File: config.mk
export PLATFORM = sky130hd
export DESIGN_NAME = seven_segment_display_scanner
export DESIGN_NICKNAME = d
export VERILOG_FILES = /design/src/design/sss_pkg.sv /design/src/design/sss_digit_split.sv /design/src/design/sss_scan.sv /design/src/design/seven_segment_display_scanner.sv
export SDC_FILE = /design/constraint.sdc
export NUM_CORES = 1
export LEC_CHECK = 0
export BUFFER_PORTS_ARGS = -buffer_cell sky130_fd_sc_hd__clkbuf_2
export CAP_MARGIN = 30
export CORE_MARGIN = 2
export CORE_UTILIZATION = 40
export CTS_BUF_LIST = sky130_fd_sc_hd__clkbuf_4 sky130_fd_sc_hd__clkbuf_8 sky130_fd_sc_hd__clkbuf_16
export DETAILED_ROUTE_END_ITERATION = 7
export GPL_ROUTABILITY_DRIVEN = 0
export GPL_TIMING_DRIVEN = 0
export PLACE_DENSITY = 0.56
export SLEW_MARGIN = 40
export SYNTH_ARGS = -nofsm -noshare
export SYNTH_HDL_FRONTEND = slang
export SYNTH_SLANG_ARGS = --single-unit
File: constraint.sdc
create_clock -name clk -period 8.9 [get_ports clk]
set_input_delay 0 -clock clk [delete_from_list [all_inputs] [get_ports clk]]
set_output_delay 0 -clock clk [all_outputs]
set_load 0.01 [all_outputs]
File: src/design/sss_pkg.sv
// Shared types, constants and segment encoder for the seven segment display scanner.
`default_nettype none
package sss_pkg;

  localparam int unsigned MAX_DIGITS = 4;
  localparam int unsigned DIGIT_W    = 4;
  localparam int unsigned NUMBER_W   = 14;
  localparam int unsigned SEG_W      = 7;
  localparam int unsigned TICK_W     = 16;
  localparam int unsigned DCOUNT_W   = 3;
  localparam int unsigned CFG_IDX_W  = 2;

  localparam logic [NUMBER_W-1:0] NUMBER_MAX = 14'd9999;

  // Reciprocals for the decimal split: floor(n * M >> S) == n / D for n <= 9999
  localparam logic [14:0] RECIP_1000 = 15'd16778;
  localparam int unsigned SHIFT_1000 = 24;
  localparam logic [13:0] RECIP_100  = 14'd10486;
  localparam int unsigned SHIFT_100  = 20;
  localparam logic [13:0] RECIP_10   = 14'd13108;
  localparam int unsigned SHIFT_10   = 17;

  typedef enum logic {
    CMD_TICK = 1'b0,
    CMD_SET  = 1'b1
  } cmd_t;

  typedef enum logic [CFG_IDX_W-1:0] {
    CFG_DIGIT_COUNT   = 2'd0,
    CFG_SEGMENT_MODE  = 2'd1,
    CFG_SELECT_HIGH   = 2'd2,
    CFG_TICKS_PER_DIG = 2'd3
  } cfg_idx_t;

  typedef logic [MAX_DIGITS-1:0][DIGIT_W-1:0] digits_t;

  typedef struct packed {
    logic [DCOUNT_W-1:0] digit_count;
    logic                segment_mode;
    logic                select_active_high;
    logic [TICK_W-1:0]   ticks_per_digit;
  } cfg_t;

  // Bits 0..6 are segments a..g; codes above nine stay dark
  function automatic logic [SEG_W-1:0] seg_encode(input logic [DIGIT_W-1:0] d);
    logic [SEG_W-1:0] s;
    case (d)
      4'd0:    s = 7'h3F;
      4'd1:    s = 7'h06;
      4'd2:    s = 7'h5B;
      4'd3:    s = 7'h4F;
      4'd4:    s = 7'h66;
      4'd5:    s = 7'h6D;
      4'd6:    s = 7'h7D;
      4'd7:    s = 7'h07;
      4'd8:    s = 7'h7F;
      4'd9:    s = 7'h6F;
      default: s = 7'h00;
    endcase
    return s;
  endfunction

endpackage
`default_nettype wire

File: src/design/sss_digit_split.sv
// Saturating binary to four-digit decimal split by reciprocal multiplication.
`default_nettype none
module sss_digit_split (
  input  wire logic [sss_pkg::NUMBER_W-1:0] number,
  output sss_pkg::digits_t                  digits
);

  logic [sss_pkg::NUMBER_W-1:0] sat;
  logic [28:0] p1000;
  logic [27:0] p100;
  logic [27:0] p10;
  logic [3:0]  q1000;
  logic [6:0]  q100;
  logic [9:0]  q10;
  logic [6:0]  r2;
  logic [9:0]  r1;
  logic [13:0] r0;

  assign sat = (number > sss_pkg::NUMBER_MAX) ? sss_pkg::NUMBER_MAX : number;

  // Three independent quotients, then strip the higher part with times-ten
  assign p1000 = 29'(sat) * 29'(sss_pkg::RECIP_1000);
  assign p100  = 28'(sat) * 28'(sss_pkg::RECIP_100);
  assign p10   = 28'(sat) * 28'(sss_pkg::RECIP_10);

  assign q1000 = p1000[sss_pkg::SHIFT_1000 +: 4];
  assign q100  = p100[sss_pkg::SHIFT_100 +: 7];
  assign q10   = p10[sss_pkg::SHIFT_10 +: 10];

  assign r2 = q100 - ({3'b0, q1000} << 3) - ({3'b0, q1000} << 1);
  assign r1 = q10 - ({3'b0, q100} << 3) - ({3'b0, q100} << 1);
  assign r0 = sat - ({4'b0, q10} << 3) - ({4'b0, q10} << 1);

  assign digits[3] = q1000;
  assign digits[2] = r2[3:0];
  assign digits[1] = r1[3:0];
  assign digits[0] = r0[3:0];

endmodule
`default_nettype wire

File: src/design/sss_scan.sv
// Digit store, tick counter and scan state; holds the line levels shown as the result.
`default_nettype none
module sss_scan #(
  parameter int unsigned MAX_DIGITS = sss_pkg::MAX_DIGITS
) (
  input  wire logic                        clk,
  input  wire logic                        rst_n,
  input  wire logic                        advance,
  input  wire sss_pkg::cmd_t               cmd,
  input  wire sss_pkg::digits_t            new_digits,
  input  wire sss_pkg::cfg_t               cfg,
  output logic [sss_pkg::MAX_DIGITS-1:0]   digit_lines,
  output logic [sss_pkg::SEG_W-1:0]        segment_lines,
  output logic                             refreshed
);

  sss_pkg::digits_t                store_r, store_nxt;
  logic [1:0]                      pos_r, pos_nxt;
  logic [1:0]                      prev_r, prev_nxt;
  logic [sss_pkg::TICK_W-1:0]      tick_r, tick_nxt;
  logic [sss_pkg::MAX_DIGITS-1:0]  lines_r, lines_nxt;
  logic [sss_pkg::SEG_W-1:0]       seg_r, seg_nxt;
  logic                            refr_r, refr_nxt;

  logic [sss_pkg::TICK_W-1:0]      tick_inc;
  logic [sss_pkg::DIGIT_W-1:0]     cur_digit;
  logic                            show;
  logic [2:0]                      next_pos;

  assign tick_inc  = (tick_r == '1) ? tick_r : tick_r + 1'b1;
  assign cur_digit = store_r[pos_r];
  assign next_pos  = {1'b0, pos_r} + 3'd1;

  // Leading-zero blanking: units always lit
  always_comb begin
    case (pos_r)
      2'd0:    show = 1'b1;
      2'd1:    show = |{store_r[3], store_r[2], store_r[1]};
      2'd2:    show = |{store_r[3], store_r[2]};
      default: show = |store_r[3];
    endcase
  end

  always_comb begin
    store_nxt = store_r;
    pos_nxt   = pos_r;
    prev_nxt  = prev_r;
    tick_nxt  = tick_r;
    lines_nxt = lines_r;
    seg_nxt   = seg_r;
    refr_nxt  = 1'b0;
    if (cmd == sss_pkg::CMD_SET) begin
      store_nxt = new_digits;
    end else if (tick_inc >= cfg.ticks_per_digit) begin
      tick_nxt           = '0;
      refr_nxt           = 1'b1;
      lines_nxt[prev_r]  = ~cfg.select_active_high;
      if (show) begin
        lines_nxt[pos_r] = cfg.select_active_high;
      end
      seg_nxt  = cfg.segment_mode ? sss_pkg::seg_encode(cur_digit)
                                  : {3'b0, cur_digit};
      prev_nxt = pos_r;
      if (next_pos == cfg.digit_count || next_pos >= 3'(MAX_DIGITS)) begin
        pos_nxt = 2'd0;
      end else begin
        pos_nxt = next_pos[1:0];
      end
    end else begin
      tick_nxt = tick_inc;
    end
  end

  always_ff @(posedge clk) begin
    if (!rst_n) begin
      store_r <= '0;
      pos_r   <= '0;
      prev_r  <= '0;
      tick_r  <= '0;
      lines_r <= '0;
      seg_r   <= '0;
      refr_r  <= 1'b0;
    end else if (advance) begin
      store_r <= store_nxt;
      pos_r   <= pos_nxt;
      prev_r  <= prev_nxt;
      tick_r  <= tick_nxt;
      lines_r <= lines_nxt;
      seg_r   <= seg_nxt;
      refr_r  <= refr_nxt;
    end
  end

  assign digit_lines   = lines_r;
  assign segment_lines = seg_r;
  assign refreshed     = refr_r;

endmodule
`default_nettype wire

File: src/design/seven_segment_display_scanner.sv
// Top level of the multiplexed seven segment display scanner.
//
//   port group | direction | handshake             | payload
//   in_*       | input     | in_valid / in_stall   | command, number
//   out_*      | output    | out_valid / out_stall | digit_lines, segment_lines, refreshed
//   cfg_*      | input     | cfg_valid / cfg_ready | index, data
//
// Each transferred item is taken by the input register, then the decimal split and scan
// update land in the result registers. One item per cycle is sustained while out_stall
// is low; the result registers hold the scan state, so a stalled result holds the input
// register, and in_stall rises once that is also full.
// Reset clears the digits, scan position, tick count and line levels at once;
// configuration is ready in every cycle.
`default_nettype none
module seven_segment_display_scanner #(
  parameter int unsigned MAX_DIGITS = sss_pkg::MAX_DIGITS
) (
  input  wire logic                          clk,
  input  wire logic                          rst_n,
  input  wire logic                          in_valid,
  output logic                               in_stall,
  input  wire logic                          in_command,
  input  wire logic [sss_pkg::NUMBER_W-1:0]  in_number,
  output logic                               out_valid,
  input  wire logic                          out_stall,
  output logic [sss_pkg::MAX_DIGITS-1:0]     out_digit_lines,
  output logic [sss_pkg::SEG_W-1:0]          out_segment_lines,
  output logic                               out_refreshed,
  input  wire logic                          cfg_valid,
  output logic                               cfg_ready,
  input  wire logic [sss_pkg::CFG_IDX_W-1:0] cfg_index,
  input  wire logic [sss_pkg::TICK_W-1:0]    cfg_data
);

  sss_pkg::cfg_t                 cfg_r;
  logic                          in_vld_r;
  sss_pkg::cmd_t                 cmd_r;
  logic [sss_pkg::NUMBER_W-1:0]  number_r;
  logic                          out_vld_r;
  logic                          advance;
  logic                          in_take;
  sss_pkg::digits_t              digits;

  assign cfg_ready = 1'b1;

  always_ff @(posedge clk) begin
    if (!rst_n) begin
      cfg_r.digit_count        <= 3'd4;
      cfg_r.segment_mode       <= 1'b1;
      cfg_r.select_active_high <= 1'b1;
      cfg_r.ticks_per_digit    <= 16'd1;
    end else if (cfg_valid && cfg_ready) begin
      unique case (sss_pkg::cfg_idx_t'(cfg_index))
        sss_pkg::CFG_DIGIT_COUNT:   cfg_r.digit_count <= cfg_data[sss_pkg::DCOUNT_W-1:0];
        sss_pkg::CFG_SEGMENT_MODE:  cfg_r.segment_mode <= cfg_data[0];
        sss_pkg::CFG_SELECT_HIGH:   cfg_r.select_active_high <= cfg_data[0];
        sss_pkg::CFG_TICKS_PER_DIG: cfg_r.ticks_per_digit <= cfg_data;
        default: ;
      endcase
    end
  end

  // Advance when the input register holds an item and the result slot is empty or being taken
  assign advance  = in_vld_r && (!out_vld_r || !out_stall);
  assign in_stall = in_vld_r && !advance;
  assign in_take  = in_valid && !in_stall;

  always_ff @(posedge clk) begin
    if (!rst_n) begin
      in_vld_r  <= 1'b0;
      out_vld_r <= 1'b0;
    end else begin
      if (in_take) begin
        in_vld_r <= 1'b1;
      end else if (advance) begin
        in_vld_r <= 1'b0;
      end
      if (advance) begin
        out_vld_r <= 1'b1;
      end else if (!out_stall) begin
        out_vld_r <= 1'b0;
      end
    end
  end

  always_ff @(posedge clk) begin
    if (in_take) begin
      cmd_r    <= sss_pkg::cmd_t'(in_command);
      number_r <= in_number;
    end
  end

  sss_digit_split u_split (
    .number (number_r),
    .digits (digits)
  );

  sss_scan #(
    .MAX_DIGITS (MAX_DIGITS)
  ) u_scan (
    .clk           (clk),
    .rst_n         (rst_n),
    .advance       (advance),
    .cmd           (cmd_r),
    .new_digits    (digits),
    .cfg           (cfg_r),
    .digit_lines   (out_digit_lines),
    .segment_lines (out_segment_lines),
    .refreshed     (out_refreshed)
  );

  assign out_valid = out_vld_r;

endmodule
`default_nettype wire

After elaboration in Yosys (flattened, before gate mapping)
Memories as Yosys holds them, arrays and structs flattened.
Index checks and enable logic that the tools add are counted.
- $add $sub $neg: 8
- reduce and logical (&&, ||, !) cells: 24
- mux-type cells: 21
- bitwise logic cells: 2
- magnitude comparators: 7
- multiply operators: 3
- equality and inequality tests: 8
- operators by type and width (cell ; number):
    $mux W16 ; 2
    $mul A14 B14 Y27 const B ; 1
    $sub A4 B4 Y4 ; 6
    $mul A14 B13 Y23 const B ; 1
    $mul A14 B12 Y19 const B ; 1
    $add A16 B1 Y16 const B ; 1
    $eq A16 B16 Y1 const B ; 1
    $ge A16 B16 Y1 ; 1
    $gt A14 B14 Y1 const B ; 1
    $mux W14 ; 1
    $reduce_and A2 Y1 ; 6
    $reduce_or A12 Y1 ; 1
    $bmux W4 S2 ; 1
    $bwmux W4 ; 2
    $mux W1 ; 8
    $mux W4 ; 2
    $reduce_or A8 Y1 ; 1
    $mux W7 ; 1
    $eq A2 B2 Y1 const B ; 3
    $lt A2 B3 Y1 const B ; 2
    $logic_and A1 B1 Y1 ; 5
    $demux W1 S2 ; 2
    $eq A2 B1 Y1 const B ; 2
    $ge A2 B1 Y1 const B ; 2
    13 further kinds ; 19
- output and inout port bits: 15
- bits in registers: 86
- memories kept: 1
- input bits: 38
- memory bits (read-only): 112
- memories (memory ; depth ; width ; rd ports ; clocked after Yosys merged registers in ; write ports ; RTL line ; source):
    (no name shown) ; 16 ; 7 ; 1 ; 0 ; 0 ; sss_pkg.sv:47 ; case (d)

Depth between registers and ports, before layout
Gate-level depths: netlist of the first run.
- word-level depth: 8
- mapped depth: 32
- depth with buffers taken out: 31

Modules after synthesis
Synthesis of the first run repeated with hierarchy kept, for this count alone.
- cells, all modules: 1360
- area, all modules: 12075.3 um^2
- modules (own cells, without submodules) (module ; area an instance (um^2) ; cells an instance ; seq. area each (um^2) ; instances):
    sss_digit_split ; 7465.9 ; 840 ; 0.0 ; 1
    sss_scan ; 3195.6 ; 404 ; 960.9 ; 1
    seven_segment_display_scanner ; 1413.9 ; 116 ; 910.9 ; 1

Worst setup path after synthesis of the first run
No wires, ideal clock.
- path kind: reg-to-reg
- from: register number_r[7] in the netlist's numbering
- to: register u_scan.store_r[11] in the netlist's numbering
- data arrival time: 6930 ps
- setup slack: 1891 ps
- required time: 8821 ps
- cell stages (with the launch flop): 30
- path buffers: 1
- clock period less this slack: 7009 ps
- path through: edfxtp_1 nor4_1 nor2_1 o31a_1 clkbuf_1 nor2_1 inv_2 ha_1 inv_1 fa_1 inv_1 fa_1 inv_1 fa_1 fa_1 inv_1 ha_1 o21ai_1 a211oi_1 nand3_1 o221a_2 xnor2_1 ha_1 xor2_1 xnor2_1 xnor2_1 xnor2_4 xnor2_1 nor2_1 a211oi_2
- longest elaborated chain between the ends: 5
- RTL lines (item ; RTL line ; source):
    start, declared ; seven_segment_display_scanner.sv:38 ; logic [sss_pkg::NUMBER_W-1:0] number_r;
    start signal, assigned ; seven_segment_display_scanner.sv:89 ; number_r <= in_number;
    $gt A14 B14 Y1 ; sss_digit_split.sv:19 ; assign sat = (number > sss_pkg::NUMBER_MAX) ? sss_pkg::NUMBER_MAX : number;
    $mux W14 (*) ; sss_digit_split.sv:19 ;
    $mul A14 B13 Y23 / $mul A14 B14 Y27 (equally long branches) ; sss_digit_split.sv:23, sss_digit_split.sv:22 ;
    $sub A4 B4 Y4 ; sss_digit_split.sv:30 ; assign r2 = q100 - ({3'b0, q1000} << 3) - ({3'b0, q1000} << 1);
    $sub A4 B4 Y4 (*) ; sss_digit_split.sv:30 ;
    end signal, assigned ; sss_scan.sv:84 ; store_r <= store_nxt;
    end, declared ; sss_scan.sv:17 ; sss_pkg::digits_t store_r, store_nxt;
Mark *: on every way between the ends. The rest lies on a longest branch, timed or not.
A chain may end at the register's enable or synchronous reset.

Worst setup path after layout of the first run
- from: register number_r[7] in the netlist's numbering
- to: register u_scan.store_r[7] in the netlist's numbering
- longest elaborated chain between the ends: 5
- RTL lines (item ; RTL line ; source):
    $gt A14 B14 Y1 ; sss_digit_split.sv:19 ;
    $mux W14 (*) ; sss_digit_split.sv:19 ;
    $mul A14 B12 Y19 / $mul A14 B13 Y23 (equally long branches) ; sss_digit_split.sv:24, sss_digit_split.sv:23 ;
    $sub A4 B4 Y4 ; sss_digit_split.sv:31 ; assign r1 = q10 - ({3'b0, q100} << 3) - ({3'b0, q100} << 1);
    $sub A4 B4 Y4 (*) ; sss_digit_split.sv:31 ;
Marks and branches as above.

==> flow_metrics.env, run 1 <==
export IMPL_ys_warn_count=0
export IMPL_place_hpwl_um=26000
export IMPL_io_buffers=50
export IMPL_start_util=0.404
export IMPL_setup_tns_ps=0
export IMPL_setup_violations=0
export IMPL_dpl_cell_area_sq_um=12600
export IMPL_synth_nets=1726
export IMPL_core_area_sq_um=29400
export IMPL_hold_ws_ps=12.2
export IMPL_critPathLaunch="number_r[7]"
export IMPL_syn2layout_area_growth_pct=11.9
export IMPL_synth_area_per_cell_sq_um=8.75
export IMPL_routed_wl_um=31000
export IMPL_timing_final_crit_period_ps=8440
export IMPL_async_reset_ff_frac=0
export IMPL_setup_slack_ps=458
export IMPL_ys_flop_type="dfxtp_1"
export IMPL_htreeDepth=3
export IMPL_ys_seq_elements=86
export IMPL_vias=9387
export IMPL_crit_top_cell="nor2_1"
export IMPL_grt_pass1_wl_um=49500
export IMPL_ant_nets=0
export IMPL_slew_headroom=0.427
export IMPL_place_ws_ps=433
export IMPL_tritoncts="built"
export IMPL_cpMaxStageDelayCell="nor2_1"
export IMPL_skew_ps=12.1
export IMPL_grt_use_total=0.206
export IMPL_ioPinCount=53
export IMPL_syn_area_sq_um=11900
export IMPL_grt_max_degree=16
export IMPL_drcViolationCount=0
export IMPL_gr_total_overflow=0
export IMPL_routed_via_density=5.08
export IMPL_p_per_area_nw_per_um2=264
export IMPL_dieArea_sq_um=31100
export IMPL_fmax_mhz=118
export IMPL_clkLatencyLatePin_ps=340
export IMPL_hold_start="cfg_valid"
export IMPL_tightest_slew_ps=856
export IMPL_cts_made_buffers=9
export IMPL_die_x_um=176
export IMPL_status="finished, final reports clean"
export IMPL_drt_initial_drc_count=757
export IMPL_crit_path_start_kind="flip-flop"
export IMPL_seq_area_frac_synth=0.158
export IMPL_r2r_start="number_r[7]"
export IMPL_root_buffer="clkbuf_16"
export IMPL_power_mw=3.50
export IMPL_drt_pass1_iter_count=5
export IMPL_rows=63
export IMPL_diodes=0
export IMPL_post_route_period_util=0.949
export IMPL_antenna_found_initial=0
export IMPL_hp_class="in -> reg"
export IMPL_final_cells=1848
export IMPL_synth_edf_count=15
export IMPL_yosysTopAreaCellShare=0.232
export IMPL_finalHoldViolCount=0
export IMPL_finish_net_count=1822
export IMPL_rsz0062_at_grt="no"
export IMPL_syn_inst=1357
export IMPL_clk_pin_slew_ps=70
export IMPL_required_ps=9130
export IMPL_cap_violations=0
export IMPL_critical_path_class="reg -> reg"
export IMPL_grt_pass1_vias=9166
export IMPL_post_drt_wl_per_cell_um=16.8
export IMPL_yosysTopAreaCell="ha_1"
export IMPL_cp_arrival_ps=8670
export IMPL_drive_gt1_frac=0.0782
export IMPL_cts_num_sinks=86
export IMPL_ys_types=84
export IMPL_setup_worst_path_end_class="flip-flop"
export IMPL_vdd_ir_drop_max_mv=0.287
export IMPL_die_y_um=176
export IMPL_cp_max_fo=7
export IMPL_post_route_util=0.452
export IMPL_slowest_delay_ps=680
export IMPL_dp_cells=1797
export IMPL_slew_violations=0
export IMPL_clockBufferDepth=2
export IMPL_ys_top_cells_by_area="ha_1 23%, fa_1 19%, dfxtp_1 12%, inv_1 8.6%, edfxtp_1 3.8%"
export IMPL_cts_setup_buffers=0
export IMPL_power_leakage_nw=6.60
export IMPL_design_area_sq_um=13300
## cell families (layout without fill, tap and decap cells)
group,after synthesis,in the layout,synth area share
buf+inv,324,425,0.104
fa+ha+maj,331,331,0.419
xor+xnor,67,67,0.0528
flops,86,86,0.158
mux,16,16,0.0180
compound gates,214,214,0.120
simple gates,318,318,0.128
other cells,1,1,0.000316
## final cells by class
class / instances / area (sq um)
fill: 2904 / 16100
multi-input combinational: 947 / 8780
sequential: 86 / 1870
inverter: 281 / 1050
timing repair buffer: 85 / 601
tap: 390 / 488
clock buffer: 12 / 278
buffer: 43 / 181
clock inverter: 4 / 33.8
## where the power goes
group / internal (mW) / total (mW) / leakage, nW / switching, mW
combinational: 1.17 / 2.67 / 5.73 / 1.49
sequential: 0.424 / 0.446 / 0.723 / 0.0222
clock: 0.225 / 0.389 / 0.153 / 0.164
## routing by layer
metal / part of all wire / GRT usage / vias to the layer above / wire length, um
met5: 0 / 0 / - / 0
met4: 0.016 / 0.0351 / 0 / 498
met3: 0.046 / 0.0261 / 26 / 1430
met2: 0.44 / 0.320 / 210 / 13800
met1: 0.49 / 0.310 / 4495 / 15300
li1: - / - / 4656 / -
## final timing paths
kind              cells after the start           endpoint  slack [ps]
hold / removal                        3          cfg_r[17]          10
setup / recovery                     29  u_scan.store_r[7]         460
hold reg to reg                       2          cfg_r[13]         460
setup reg to reg                     29  u_scan.store_r[7]         460
## critical path, delay by kind of cell (launching register included)
family,cells,cell delay [ps]
AOI/OAI and AO/OA,8,1920
xor gates and xnor gates,2,630
adders and majority gates,7,2770
buffers and inverters,3,390
DFF,1,510
and+or+nand+nor,9,2110
## synth_stat cells (6+ instances only)
library cell and n:
a211oi_1 11, a21o_1 19, a21oi_1 81, and2_1 6, and3_1 13, buf_2 7
clkbuf_1 32, dfxtp_1 71, edfxtp_1 15, fa_1 111, ha_1 220, inv_1 272
inv_2 9, mux2i_1 9, nand2_1 113, nand2b_1 13, nand3_1 34, nand4_1 11
nor2_1 78, nor2b_1 6, nor3_1 8, o211a_1 6, o21a_1 8, o21ai_0 23
o21ai_1 17, xnor2_1 45, xor2_1 19
## flip-flops by register name, indices dropped and copies added, names as in the netlist
register / flops
in_vld_r: 1
out_valid: 1
u_scan.refreshed: 1
cfg_r: 21
u_scan.pos_r: 2
u_scan.tick_r: 16
u_scan.digit_lines: 4
u_scan.segment_lines: 7
number_r: 14
cmd_r: 1
u_scan.store_r: 16
u_scan.prev_r: 2
## cells in the final DEF (no fill, tap or decap), drive strengths merged, types with 12 or more instances in the layout
cell type and n:
fa 111, nand2b 14, clkbuf 94, nand4 12, inv 284, and3 13
nor2 78, nand2 113, dfxtp 71, ha 220, xor2 19, dlygate4sd3 35
a21oi 83, o21ai 40, xnor2 47, a21o 19, nand3 35, a211oi 12
edfxtp 15
## repair_timing
| item | in CTS | in global routing |
|---|---|---|
| hold buffers | 35 | 0 |
| hold endpoints to repair | 38 | 0 |
| resized for setup | 0 | 1 |
| endpoints found under the setup margin | 0 | 2 |
(Power assumes the default switching activity.)
==> run 2: changes to the inputs <==
- CORE_ASPECT_RATIO: unset -> 0.5
==> flow_metrics.env, run 2 (same netlist as run 1, synthesis figures left out) <==
export IMPL_fmax_mhz=119
export IMPL_drcViolationCount=0
export IMPL_die_y_um=126
export IMPL_cp_max_fo=6
export IMPL_cp_arrival_ps=8690
export IMPL_cts_num_sinks=86
export IMPL_drive_gt1_frac=0.0782
export IMPL_rows=44
export IMPL_die_x_um=248
export IMPL_grt_pass1_vias=9598
export IMPL_cp_buffers_inverters=5
export IMPL_syn2layout_area_growth_pct=11.8
export IMPL_routed_wl_um=31600
export IMPL_slew_headroom=0.449
export IMPL_grt_max_degree=16
export IMPL_critical_path_class="reg -> reg"
export IMPL_dieArea_sq_um=31200
export IMPL_status="finished, final reports clean"
export IMPL_design_area_sq_um=13300
export IMPL_slew_violations=0
export IMPL_ant_nets=0
export IMPL_finalHoldViolCount=0
export IMPL_layout_common_cells="272 x inv_1, 220 x ha_1, 113 x nand2_1, 111 x fa_1, 81 x a21oi_1"
export IMPL_antenna_found_initial=0
export IMPL_fill_cells=2799
export IMPL_grt_use_total=0.211
export IMPL_timing_final_crit_period_ps=8400
export IMPL_final_common_cell="inv_1"
export IMPL_vdd_ir_drop_max_mv=0.274
export IMPL_cts_made_buffers=9
export IMPL_cap_violations=0
export IMPL_crit_path_start_kind="flip-flop"
export IMPL_htreeDepth=3
export IMPL_gr_total_overflow=0
export IMPL_slowest_delay_ps=630
export IMPL_p_per_area_nw_per_um2=269
export IMPL_largestRegisters="cfg_r (21), u_scan.store_r (16), u_scan.tick_r (16)"
export IMPL_diodes=0
export IMPL_cpMaxStageDelayCell="nor2_1"
export IMPL_post_route_period_util=0.944
export IMPL_ioPinCount=53
export IMPL_clk_pin_slew_ps=70
export IMPL_setup_tns_ps=0
export IMPL_place_hpwl_um=26300
export IMPL_setup_violations=0
export IMPL_cpLargestDelayFamily="adder cells"
export IMPL_drt_initial_drc_count=575
export IMPL_finish_net_count=1822
export IMPL_drt_pass1_iter_count=5
export IMPL_tritoncts="built"
export IMPL_core_area_sq_um=29100
export IMPL_regMostFlops="cfg_r"
export IMPL_clockBufferDepth=2
export IMPL_largest_reg_flops=21
export IMPL_skew_ps=11.4
export IMPL_post_drt_wl_per_cell_um=17.1
export IMPL_start_util=0.408
export IMPL_io_buffers=50
export IMPL_grt_pass1_wl_um=50800
export IMPL_root_buffer="clkbuf_16"
export IMPL_clkLatencyLatePin_ps=370
export IMPL_rsz0062_at_grt="no"
export IMPL_hp_class="in -> reg"
export IMPL_required_ps=9190
export IMPL_rrSetupSlack_ps=500
export IMPL_dpl_cell_area_sq_um=12600
export IMPL_vias=9453
export IMPL_routed_via_density=5.11
export IMPL_tightest_slew_ps=823
export IMPL_setup_worst_path_end_class="flip-flop"
export IMPL_power_leakage_nw=6.59
[run 2: cell types whose count changed in the layout (fill, tap and decap cells not counted)]
cell       delta
nor2b_4       -1
nor2b_2       +1
clkbuf_4      +1
clkinv_2      +1
clkbuf_16     -1
clkbuf_8      -2
bufinv_16     +1
nor2_4        -1
nor2_2        +1
[run 2: path summary, 6_finish.rpt]
check	start	to	cells past startpoint
setup / recovery	number_r[7]	u_scan.store_r[11]	29
hold / removal	cfg_data[0]	cfg_r[18]	3
setup reg to reg	number_r[7]	u_scan.store_r[11]	29
hold reg to reg	u_scan.segment_lines[6]	u_scan.segment_lines[6]	2
[run 2: area by class of cell]
type,count,area (sq um),area share
repair buffers,85,601,0.0453
flip-flops and latches,86,1870,0.141
clock inverters,6,68.8,0.00519
clock buffers,10,233,0.0175
multi-input cells,947,8770,0.661
well taps,391,489,0.0369
inverters,281,1050,0.0795
plain buffers,43,181,0.0137
[run 2: what timing repair did]
action                                 in CTS  in global routing
resized for setup                           0                  0
setup buffers                               0                  0
endpoints found under the hold margin      36                  0
hold buffers                               35                  0
[run 2: power by group]
part	total, mW	switching, mW	internal [mW]
Sequential	0.446	0.0220	0.424
Combinational	2.72	1.54	1.18
Clock	0.400	0.177	0.223
[run 2: metrics by stage]
step / std cells / hold slack, ps / setup WS [ps] / total power [mW] / utilization
2_1_floorplan: 1357 / 98.9 / 1890 / 2.52 / -
3_3_place_gp: 1798 / 176 / 366 / 3.12 / 0.433
3_5_place_dp: 1798 / 179 / 536 / 3.17 / 0.433
4_1_cts: 1849 / 5.13 / 484 / 3.62 / 0.456
5_1_grt: 1849 / 3.33 / 42.7 / 4.01 / 0.456
6_report: 1849 / 5.56 / 502 / 3.57 / 0.456
[run 2: worst reg2reg max path: cells and delay by family, from the launching register on]
family | cells | cell delay (ps)
adders and majority gates | 7 | 2740
xor gates and xnor gates | 7 | 1970
and+or+nand+nor | 6 | 1430
AOI/OAI and AO/OA | 4 | 1160
buffers and inverters | 5 | 560
DFF | 1 | 450
[run 2: routing by layer]
metal / track usage / vias up / wire, um
met4: 0.0581 / 0 / 667
met5: 0 / - / 0
met3: 0.0360 / 44 / 1460
li1: - / 4651 / -
met1: 0.283 / 4569 / 14700
met2: 0.351 / 189 / 14800
